--- src/sv/bdq_pkg.sv ---
package bdq_pkg;

    // ring store geometry
    localparam int DEPTH  = 64;
    localparam int DATA_W = 64;
    localparam int ADDR_W = (DEPTH > 1) ? $clog2(DEPTH) : 1;
    localparam int CNT_W  = $clog2(DEPTH + 1);
    localparam int SUM_W  = ADDR_W + 1;

    typedef logic [DATA_W-1:0] t_word;
    typedef logic [ADDR_W-1:0] t_addr;
    typedef logic [CNT_W-1:0]  t_count;
    typedef logic [SUM_W-1:0]  t_sum;

    // request codes
    typedef enum logic [2:0] {
        OP_PUSH_FRONT = 3'd0,
        OP_PUSH_BACK  = 3'd1,
        OP_POP_FRONT  = 3'd2,
        OP_POP_BACK   = 3'd3,
        OP_REVERSE    = 3'd4
    } t_op;

    // result status codes
    typedef enum logic [1:0] {
        ST_OK    = 2'd0,
        ST_EMPTY = 2'd1,
        ST_FULL  = 2'd2
    } t_status;

    // store access from the pointer logic
    typedef struct packed {
        logic  we;
        t_addr waddr;
        t_word wdata;
        t_addr raddr_a;
        t_addr raddr_b;
    } t_store_req;

    // ring position one step up
    function automatic t_addr ring_inc(input t_addr pos);
        t_addr res;
        if (pos == t_addr'(DEPTH - 1)) res = '0;
        else res = pos + t_addr'(1);
        return res;
    endfunction

    // ring position one step down
    function automatic t_addr ring_dec(input t_addr pos);
        t_addr res;
        if (pos == '0) res = t_addr'(DEPTH - 1);
        else res = pos - t_addr'(1);
        return res;
    endfunction

    // fold a sum below twice the depth back into the ring
    function automatic t_addr ring_wrap(input t_sum s);
        t_sum res;
        if (s >= t_sum'(DEPTH)) res = s - t_sum'(DEPTH);
        else res = s;
        return t_addr'(res);
    endfunction

endpackage

--- src/sv/bdq_core.sv ---
module bdq_core
    import bdq_pkg::*;
(
    input  logic       i_clk,
    input  logic       i_rst_n,
    input  logic       i_valid,
    input  t_op        i_op,
    input  t_word      i_value,
    input  t_word      i_rd_a,
    input  t_word      i_rd_b,
    output t_store_req o_req,
    output logic       o_valid,
    output t_status    o_status,
    output t_word      o_front_value,
    output t_word      o_back_value,
    output logic       o_is_empty,
    output t_count     o_element_count
);

    // queue state: low end pointer, fill, direction, cached end words
    t_addr   r_head, n_head;
    t_count  r_count, n_count;
    logic    r_rev, n_rev;
    t_word   r_low, n_low;
    t_word   r_high, n_high;
    t_status n_status;

    // result register
    logic    r_valid;
    t_status r_status;
    t_word   r_front;
    t_word   r_back;
    logic    r_empty;
    t_count  r_cnt_out;

    logic is_full;
    logic is_empty;
    logic push_low;
    logic pop_low;
    t_addr end_pos;
    logic n_empty;

    assign is_full  = (r_count == t_count'(DEPTH));
    assign is_empty = (r_count == '0);
    // the logical front sits at the low end unless reversed
    assign push_low = (i_op == OP_PUSH_FRONT) == !r_rev;
    assign pop_low  = (i_op == OP_POP_FRONT) == !r_rev;

    // apply one request to the pointers and end words
    always_comb begin
        n_head      = r_head;
        n_count     = r_count;
        n_rev       = r_rev;
        n_low       = r_low;
        n_high      = r_high;
        n_status    = ST_OK;
        o_req.we    = 1'b0;
        o_req.waddr = ring_wrap(t_sum'(r_head) + t_sum'(r_count));
        o_req.wdata = i_value;
        if (i_valid) begin
            unique case (i_op)
                OP_PUSH_FRONT, OP_PUSH_BACK: begin
                    if (is_full) begin
                        n_status = ST_FULL;
                    end else begin
                        o_req.we = 1'b1;
                        n_count  = r_count + t_count'(1);
                        if (push_low) begin
                            n_head      = ring_dec(r_head);
                            o_req.waddr = n_head;
                            n_low       = i_value;
                            if (is_empty) n_high = i_value;
                        end else begin
                            n_high = i_value;
                            if (is_empty) n_low = i_value;
                        end
                    end
                end
                OP_POP_FRONT, OP_POP_BACK: begin
                    if (is_empty) begin
                        n_status = ST_EMPTY;
                    end else begin
                        n_count = r_count - t_count'(1);
                        if (pop_low) begin
                            n_head = ring_inc(r_head);
                            n_low  = i_rd_a;
                        end else begin
                            n_high = i_rd_b;
                        end
                    end
                end
                OP_REVERSE: begin
                    n_rev = !r_rev;
                end
                default: begin
                    n_status = ST_OK;
                end
            endcase
        end
        // prefetch the inner neighbors of both ends for the next pop
        end_pos       = ring_wrap(t_sum'(n_head) + t_sum'(n_count));
        o_req.raddr_a = ring_inc(n_head);
        o_req.raddr_b = ring_dec(ring_dec(end_pos));
    end

    assign n_empty = (n_count == '0);

    // state registers
    always_ff @(posedge i_clk) begin
        if (!i_rst_n) begin
            r_head  <= '0;
            r_count <= '0;
            r_rev   <= 1'b0;
            r_valid <= 1'b0;
        end else begin
            r_head  <= n_head;
            r_count <= n_count;
            r_rev   <= n_rev;
            r_valid <= i_valid;
        end
    end

    // cached end words and result payload
    always_ff @(posedge i_clk) begin
        r_low     <= n_low;
        r_high    <= n_high;
        r_status  <= n_status;
        r_empty   <= n_empty;
        r_cnt_out <= n_count;
        if (n_empty) begin
            r_front <= '0;
            r_back  <= '0;
        end else if (n_rev) begin
            r_front <= n_high;
            r_back  <= n_low;
        end else begin
            r_front <= n_low;
            r_back  <= n_high;
        end
    end

    assign o_valid         = r_valid;
    assign o_status        = r_status;
    assign o_front_value   = r_front;
    assign o_back_value    = r_back;
    assign o_is_empty      = r_empty;
    assign o_element_count = r_cnt_out;

endmodule

--- config.mk ---
export PLATFORM = sky130hd
export DESIGN_NAME = bdq_core
export DESIGN_NICKNAME = d
export VERILOG_FILES = /design/src/sv/bdq_pkg.sv /design/src/sv/bdq_core.sv
export SDC_FILE = /design/constraint.sdc
export NUM_CORES = 1
export LEC_CHECK = 0
export BUFFER_PORTS_ARGS = -buffer_cell sky130_fd_sc_hd__buf_2
export CORE_MARGIN = 2
export CORE_UTILIZATION = 47
export CTS_CLUSTER_SIZE = 25
export DETAILED_ROUTE_END_ITERATION = 12
export PLACE_DENSITY = 0.82
export SLEW_MARGIN = 0
export SYNTH_ARGS = -nofsm -noshare
export SYNTH_HDL_FRONTEND = slang
export SYNTH_SLANG_ARGS = --single-unit
--- constraint.sdc ---
create_clock -name i_clk -period 7.1 [get_ports i_clk]
set_input_delay 0.71 -clock i_clk [delete_from_list [all_inputs] [get_ports i_clk]]
set_output_delay 0.71 -clock i_clk [all_outputs]
set_load 0.01 [all_outputs]
==> results of run 1 <==
path summary, 6_finish.rpt:
kind         startpoint          endpoint  cells after the start
min           r_high[6]         r_high[6]                      2
max          r_count[1]          o_req[4]                     26
min reg2reg   r_high[6]         r_high[6]                      2
max reg2reg  r_count[1]  o_back_value[63]                     11
per-layer routing:
metal,track usage,routed length (microns)
met1,0.348,17400
met2,0.487,21500
met3,0.0578,3600
met4,0.116,1750
met5,0,13
cells in the final DEF (no fill, tap or decap), types with 11 or more instances in the layout:
| cell type | instances |
|---|---|
| xnor2_1 | 16 |
| o22a_1 | 59 |
| o22ai_1 | 134 |
| buf_2 | 418 |
| inv_1 | 90 |
| nand2_1 | 151 |
| nor3_1 | 12 |
| ha_1 | 19 |
| clkbuf_16 | 29 |
| nand3_1 | 12 |
| dfxtp_1 | 281 |
| buf_4 | 22 |
| and2_1 | 11 |
| a21oi_1 | 200 |
| o21ai_0 | 33 |
| nor2_1 | 158 |
| a211oi_1 | 121 |
worst max-delay path: cells and delay by family (launching register included):
kind,cells,cell delay [ps]
AND/OR/NAND/NOR,7,1600
flip-flops,1,360
AO/OA/AOI/OAI,8,1130
buffers and inverters,4,440
XOR/XNOR,3,610
adder cells (fa/ha/maj),4,1230
flip-flops by register name, indices dropped and copies added, names as in the netlist:
signal and flops:
r_low 64, o_status 2, o_valid 1, o_back_value 64
r_high 64, r_count 7, o_front_value 64, r_rev 1
o_element_count 7, r_head 6, o_is_empty 1
kinds of logic (layout without fill, tap and decap cells):
logic type / after synthesis / after routing / share of synthesized area
simple gates: 381 / 381 / 0.123
fa+ha+maj: 22 / 22 / 0.0220
compound gates: 602 / 602 / 0.295
xor+xnor: 25 / 25 / 0.0181
flops: 281 / 281 / 0.428
other cells: 0 / 2 / 0
buf+inv: 284 / 582 / 0.101
mux: 14 / 14 / 0.0123
metrics by stage:
step | utilization | area (sq um) | hold slack, ps
6_report | 0.576 | 15900 | 466
5_1_grt | 0.576 | 15900 | 485
4_1_cts | 0.576 | 15900 | 466
3_5_place_dp | 0.541 | 14900 | 452
3_3_place_gp | 0.541 | 14900 | 440
2_1_floorplan | - | 13100 | 432
area by class of cell:
| type | count | area share |
|---|---|---|
| tap | 378 | 0.0297 |
| inverter | 90 | 0.0212 |
| antenna | 2 | 0.000314 |
| timing repair buffer | 440 | 0.142 |
| multi-input combinational | 1044 | 0.393 |
| sequential | 281 | 0.353 |
| clock buffer | 38 | 0.0496 |
| clock inverter | 14 | 0.0112 |
power by group through the flow:
stage | sequential, mW | combinational [mW] | clock (mW)
after global placement | 2.01 | 1.29 | 0
final | 2.00 | 1.34 | 1.57
after floorplan | 2.07 | 0.822 | 0
after CTS | 1.99 | 1.33 | 1.58
after global routing | 2.02 | 1.47 | 1.64
after detailed placement | 2.02 | 1.32 | 0
Yosys cell counts (19+ instances only):
library cell,number
o21ai_0,33
a21oi_1,200
o22ai_1,134
dfxtp_1,281
clkbuf_1,101
inv_1,90
a211oi_1,121
nand2_1,153
buf_1,23
o22a_1,59
nor2_1,160
buf_4,64
ha_1,19
repair_timing:
| action | in CTS | in global routing |
|---|---|---|
| resized for setup | 0 | 4 |
| setup endpoints to repair | 0 | 2 |
| hold buffers | 0 | 0 |
==> run metrics, run 1 <==
Syn Area/Cell around 8 sq um; Fin. Hold Viols 0; Reg area between 5000 and 6000 sq um; share of layout cells above drive strength 1 0.271; Die ar. 29,300 sq um; Hold/Removal Path Class flop to flop; Final GP Congestion around 0.92; crit path max fanout 6; EDFF count, synth 0; overall fraction of global-route tracks in use 0.284; Final period util 0.934; Final min period 6630 ps; Overflow after GRT 0; first-pass GRT wire length 66.7 mm; per-cell routed wire length between 15 and 20 microns; IO buf count between 400 and 500; io pins 420; clk buf depth 3; H-tree depth 1; share of the synthesized area in the top cell type 0.428; final wirelength 44.3 mm; maxcap violations 0; Synth warnings 0; pre-CTS setup slack slightly above 500 ps; Sw Share 0.321; Detail Route Antenna Nets 0; post-CTS setup buffers 0; Slew headroom 0.318; Mapped Nets 1,828; Vias/cell ~5.9; Initial Util 0.475; Vias 13,400; Critical Path Start Type flop; Net Switching 1.58 mW; clk sink count ~280; Seq/Total Area, Yosys 0.428; clock latency on the worst-skew pair 560 ps; skew final around 21 ps; WP data arrival about 5900 ps; leakage power ~7.2 nW; multi-input logic area 6260 sq um; top cell type by total area after synthesis dfxtp_1; leading post-synthesis cells by cell area dfxtp_1, a21oi_1, a211oi_1, o22ai_1, nor2_1; WP data required ~6400 ps; Area growth syn-to-layout 21.3%; max-slew violations 0; Primary FF master, synth dfxtp_1; die width around 170 microns; Pre-antenna DRT Iters 5; slowest CP cell or4b_4; root buf cell clkbuf_16; Flop pwr share 0.407; DRC Markers 0; crit end category output port; Tot Pwr between 4 and 5 mW; vias in the first global route 12,500; status finished clean; Crit Path Class flop to output port; largest net degree at the start of global routing 88; IR drop worst, VDD between 0.2 and 0.25 mV; CTS Buf Count 29; flops & latches, synth between 200 and 300; core area about 28,000 sq um; final cell count without fillers ~2,300; Max Fclk approximately 150 MHz; Inst Count DP around 2,200; worst slew pin tran just over 1000 ps; Combinational Power Share 0.273; RSZ-0062 raised after global routing no; Power Density approximately 300 nW/um^2; detailed placement HPWL ~30 mm; Cell Int Power approximately 3.3 mW; Yosys cell types 61; Setup TNS 0 ps; Nets between 2,000 and 2,500; CTS tree done; Row Count approximately 60; 1st-iter DRT viols 999; asr flop ratio synth 0; Mapped Area 13,100 sq um; Crit path largest cell delay ~520 ps; R2R setup slack approximately 3000 ps; clock share of power 0.320; Final WS setup 469 ps; Syn Inst Count 1,609; initial antenna violation count 4; Final setup viols 0; Clock transition at path regs approximately 60 ps; Die Height approximately 170 microns; FILL cells 2,529
Power figures use the tool's default switching activity.
==> run 2: changes to the inputs <==
--- a/config.mk
+++ b/config.mk
@@ -5,12 +5,13 @@
 export SDC_FILE = /design/constraint.sdc
 export NUM_CORES = 1
 export LEC_CHECK = 0
+export ABC_AREA = 1
 export BUFFER_PORTS_ARGS = -buffer_cell sky130_fd_sc_hd__buf_2
 export CORE_MARGIN = 2
 export CORE_UTILIZATION = 47
 export CTS_CLUSTER_SIZE = 25
 export DETAILED_ROUTE_END_ITERATION = 12
-export PLACE_DENSITY = 0.82
+export PLACE_DENSITY = 0.81
 export SLEW_MARGIN = 0
 export SYNTH_ARGS = -nofsm -noshare
 export SYNTH_HDL_FRONTEND = slang
==> constraint.sdc (replaced) <==
create_clock -name i_clk -period 7.1 [get_ports i_clk]
set_input_delay 0.355 -clock i_clk [delete_from_list [all_inputs] [get_ports i_clk]]
set_output_delay 0.355 -clock i_clk [all_outputs]
set_load 0.01 [all_outputs]
==> run 2 against run 1 <==
Register-to-register slack worse by 70 ps. Synthesized cell count rose by 24%. Sequential power is 5% higher. Area after synthesis grew 8.8%. Maximum frequency rose by 15%. Clock power rose by 9.6%. Critical endpoint unchanged.
==> run metrics, run 2 <==
leakage power approximately 8.0 nW; Power Density approximately 320 nW/um^2; Final setup viols 0; Mapped Area 14,300 sq um; Final period util 0.815; detailed placement HPWL between 30 and 40 mm; Final GP Congestion ~0.94; EDFF count, synth 0; Detail Route Antenna Nets 0; vias in the first global route 14,700; per-cell routed wire length 18.9 microns; commonest non-fill, non-tap cell in the layout buf_2; Area growth syn-to-layout 20.0%; top cell type by total area after synthesis dfxtp_1; crit path max fanout 25; worst slew pin tran 1200 ps; Setup TNS 0 ps; Syn Inst Count between 1,500 and 2,000; max-slew violations 0; mux share of post-synthesis cell area 0; core area about 30,000 sq um; Synth warnings 0; IR drop worst, VDD between 0.2 and 0.25 mV; share of layout cells above drive strength 1 0.234; Primary FF master, synth dfxtp_1; Synth Area in Compound Gates 0.292; Syn Area/Cell 7.17 sq um; Placed Area 16,000 sq um; Final WS setup 1320 ps; Hold/Removal Path Class input port to flop; maxcap violations 0; overall fraction of global-route tracks in use 0.303; Crit Path Class flop to output port; status finished clean; root buf cell clkbuf_16; first-pass GRT wire length between 70 and 80 mm; Vias about 15,000; crit end category output port; Final Cell Area about 17,000 sq um; flops & latches, synth roughly 280; Simple-Gate Fraction of Synth Area 0.136; 1st-iter DRT viols 1,437; clock latency on the worst-skew pair ~580 ps; io pins between 400 and 500; WP data arrival 5430 ps; pre-CTS setup slack approximately 2000 ps; Overflow after GRT 0; WP data required about 6700 ps; Most Frequent Cell on Critical Path inv_1; Pre-antenna DRT Iters 6; Final min period 5780 ps; Post-synth top cells o21ai_0, dfxtp_1, inv_1, nor2_1, a21oi_1; RSZ-0062 raised after global routing no; Nets around 2,500; clk sink count about 280; DRC Markers 0; most frequent cells in the layout buf_2, o21ai_0, dfxtp_1; die width about 180 microns; CP cell instances inv_1, ha_1, nand2_1, nor2_1, nand2_4, nand2_2, a21oi_1, o21ai_0, o21ai_0, a22oi_1, ha_1, inv_1, fa_1, or2_2, nand4_1, inv_1, nand3_2, nand2_1, inv_1, ha_1, inv_1, o21ai_0, nand3_1, buf_2; slowest CP cell a22oi_1; Vias/cell just under 6; largest family of logic cells by synthesized area compound AO/OA/AOI/OAI gates; Die Height between 150 and 200 microns; Crit path largest cell delay around 480 ps; Mapped Nets approximately 2,200; leading post-synthesis cells by cell area dfxtp_1, o21ai_0, inv_1, a21oi_1, nor2_1; Seq/Total Area, Yosys 0.394; CTS tree done; Core Util, Final 0.575; Initial Util 0.480; share of the synthesized area in the top cell type 0.394; Slew headroom 0.199; Row Count 63; Adder-Cell Fraction of Synth Area 0.0194; count leader, synth o21ai_0; Yosys cell types between 40 and 50; Fin. Hold Viols 0; Max Fclk 173 MHz; initial antenna violation count 4; largest net degree at the start of global routing 140; Critical Path Start Type flop; skew final 15.8 ps; H-tree depth 1; IO buf count roughly 420; clk buf depth 3; CTS Buf Count 31; Die ar. around 32,000 sq um; asr flop ratio synth 0; Clock transition at path regs ~60 ps; Tot Pwr around 5.4 mW; area share of xor/xnor cells in the synthesized design 0.00858; post-CTS setup buffers 0; final wirelength a little over 50 mm
-- run 2: changes by cell type after synthesis, moves of 30 or more --
cell,change
nand3_1,+100
o22a_1,-59
a21oi_1,-54
a211oi_1,-77
a22o_1,+41
o22ai_1,-70
o21ai_1,+30
inv_1,+191
o21ai_0,+322
-- run 2: worst paths after layout --
kind,from,end,slack [ps],cells after the start
setup reg to reg,r_count[1],o_front_value[9],2890,15
setup / recovery,r_count[1],o_req[4],1320,24
hold reg to reg,r_high[17],r_high[17],470,2
hold / removal,i_rd_b[21],r_high[21],200,5
-- run 2: timing repair --
action                                  in CTS  in global routing
hold buffers                                 1                  0
gates resized for setup                      0                  0
endpoints found under the setup margin       0                  0
endpoints found under the hold margin        1                  0
-- run 2: kinds of logic (layout without fill, tap and decap cells) --
| kind of cell | after synthesis | after routing |
|---|---|---|
| flops | 281 | 281 |
| other cells | 0 | 4 |
| simple gates | 444 | 444 |
| xor+xnor | 14 | 14 |
| buf+inv | 498 | 786 |
| compound gates | 734 | 734 |
| fa+ha+maj | 21 | 21 |
-- run 2: cell type report --
| cell class | count | area [sq um] |
|---|---|---|
| clock buffers | 41 | 883 |
| repair buffers | 436 | 2240 |
| fillers | 2785 | 12700 |
| clock inverters | 16 | 215 |
| multi-input cells | 1213 | 6570 |
| diodes | 4 | 10.0 |
| well taps | 390 | 488 |
| inverters | 293 | 1100 |
| flip-flops and latches | 281 | 5630 |
-- run 2: metrics by stage --
step	std cells	hold WS [ps]
after detailed placement	2612	457
final	2674	199
after global routing	2672	212
after floorplan	1992	445
after global placement	2612	455
after CTS	2670	175
-- run 2: power breakdown --
part	switching [mW]	internal (mW)	total [mW]
sequential	0.164	1.95	2.11
clock	0.699	1.03	1.72
combinational	1.01	0.564	1.57
total	1.87	3.54	5.41
-- run 2: worst max-delay path, delay by kind of cell, from the launching register on --
family	cells	cell delay, ps
simple gates	9	1690
fa+ha+maj	4	1230
compound gates	5	970
buf+inv	6	570
flops	1	370
-- run 2: metal layers --
layer / GRT usage / up-vias / share of wire
met1: 0.380 / 7094 / 0.39
met5: 0 / - / 0.00026
li1: - / 7180 / -
met4: 0.153 / 2 / 0.046
met2: 0.505 / 982 / 0.46
met3: 0.0460 / 175 / 0.097
==> run 3: changes to the inputs <==
--- a/config.mk
+++ b/config.mk
@@ -5,13 +5,13 @@
 export SDC_FILE = /design/constraint.sdc
 export NUM_CORES = 1
 export LEC_CHECK = 0
-export ABC_AREA = 1
+export ABC_AREA = 0
 export BUFFER_PORTS_ARGS = -buffer_cell sky130_fd_sc_hd__buf_2
 export CORE_MARGIN = 2
-export CORE_UTILIZATION = 47
+export CORE_UTILIZATION = 46
 export CTS_CLUSTER_SIZE = 25
 export DETAILED_ROUTE_END_ITERATION = 12
-export PLACE_DENSITY = 0.81
+export PLACE_DENSITY = 0.83
 export SLEW_MARGIN = 0
 export SYNTH_ARGS = -nofsm -noshare
 export SYNTH_HDL_FRONTEND = slang
==> constraint.sdc (replaced) <==
create_clock -name i_clk -period 4.85 [get_ports i_clk]
set_input_delay 0.2425 -clock i_clk [delete_from_list [all_inputs] [get_ports i_clk]]
set_output_delay 0.2425 -clock i_clk [all_outputs]
set_load 0.01 [all_outputs]
==> run 3 against run 2 <==
The run now ends with setup timing left. Utilization is 2.2 points higher. Sequential share of layout area is 0.94 points higher. First-iteration DRC count is 27% lower. Design area is 2.7% lower. Power is 36% higher. Clock skew is 6.9 ps lower. Critical endpoint is now o_req[5].
==> run metrics, run 3 (synthesis gave the netlist of run 1 again) <==
status complete, but fails checks; violated checks setup timing; Placed Area about 15,000 sq um; first-pass GRT wire length just over 70 mm; core area 27,900 sq um; Overflow after GRT 0; Final period util 1.07; Final min period between 5000 and 6000 ps; Hold/Removal Path Class input port to flop; Final Cell Area 16,700 sq um; WP data required 4610 ps; crit end category output port; Final setup viols 6; Core Util, Final 0.597; worst hold slack ~56 ps; maxcap violations 0; Critical Path Start Type flop; final wirelength roughly 46 mm; IR drop worst, VDD 0.347 mV; Row Count between 60 and 70; root buf cell clkbuf_16; Final WS setup -336 ps; Inst Count DP approximately 2,300; Die Height roughly 170 microns; clock latency on the worst-skew pair between 500 and 600 ps; overall fraction of global-route tracks in use 0.288; share of layout cells above drive strength 1 0.311; detailed placement HPWL between 30 and 40 mm; crit path max fanout 4; initial antenna violation count 3; per-cell routed wire length ~20 microns; Area growth syn-to-layout 27.0%; Initial Util 0.470; Tot Pwr roughly 7.3 mW; Fin. Hold Viols 0; RSZ-0062 raised after global routing yes; worst slew pin tran 909 ps; pre-CTS setup slack -53.0 ps; Clock transition at path regs about 60 ps; Power Density roughly 440 nW/um^2; Final GP Congestion a little over 0.9; leakage power ~7.6 nW; H-tree depth 1; GR met3 Demand/Resource 0.0598; vias in the first global route about 13,000; busiest grt layer met2; Crit Path Class flop to output port; DRC Markers 0; 1st-iter DRT viols between 1,000 and 1,500; Slew headroom 0.389; clk sink count approximately 280; max-slew violations 0; Setup TNS -1640 ps; clk buf depth 3; final cell count without fillers about 2,400; IO buf count 419; io pins 420; Nets 2,174; Detail Route Antenna Nets 0; Max Fclk around 190 MHz; CTS Buf Count 29; grt met1 use 0.351; largest net degree at the start of global routing 93; skew final roughly 9 ps; Vias about 14,000; Die ar. ~30,000 sq um; Vias/cell just under 6; M2 GR Usage 0.491; most frequent cells in the layout buf_2, dfxtp_1, a21oi_1; Pre-antenna DRT Iters 7; WP data arrival 4940 ps; commonest non-fill, non-tap cell in the layout buf_2; die width between 150 and 200 microns; CTS tree done
[run 3: final cells by class]
| cell class | instances | area, sq um |
|---|---|---|
| clock buffers | 40 | 797 |
| multi-input cells | 1044 | 6440 |
| diodes | 1 | 2.50 |
| inverters | 90 | 338 |
| repair buffers | 509 | 2850 |
| well taps | 378 | 473 |
| clock inverters | 8 | 148 |
| fillers | 2461 | 11300 |
| flip-flops and latches | 281 | 5630 |
[run 3: path summary, 6_finish.rpt]
check	from	cells past startpoint	to	slack (ps)
max reg2reg	r_count[1]	13	o_back_value[52]	1140
max	r_count[1]	24	o_req[5]	-340
min	i_rd_a[38]	3	r_low[38]	60
min reg2reg	r_high[26]	2	r_high[26]	460
[run 3: where the power goes]
group / internal, mW / total (mW) / switching, mW
clock: 1.35 / 2.25 / 0.904
sequential: 2.74 / 2.92 / 0.178
combinational: 0.899 / 2.17 / 1.27
[run 3: worst max-delay path, stage by stage (launching register included)]
cell	delay [ps]
dfxtp_2	320
inv_2	80
ha_4	140
or4b_4	490
nor3_4	200
nor2_4	70
buf_4	170
a21oi_1	120
a21o_1	90
a21oi_1	80
o22ai_2	300
ha_1	340
inv_1	90
o21bai_1	80
maj3_2	360
xnor2_4	220
and3_4	230
nor2_4	40
buf_4	140
buf_6	110
ha_4	150
a21oi_2	110
a311oi_2	50
mux2_4	290
buf_6	120
[run 3: routing by layer]
| layer | routed length, microns | part of all wire |
|---|---|---|
| met2 | 22100 | 0.48 |
| met1 | 18100 | 0.39 |
| met4 | 1900 | 0.041 |
| met5 | 11 | 0.00024 |
| met3 | 4090 | 0.089 |
[run 3: what timing repair did]
action	4_1_cts	5_1_grt
endpoints found under the setup margin	6	6
resized for setup	29	18
endpoints found under the hold margin	4	0
pin swaps	26	20
buffers inserted	21	6
hold buffers	1	0
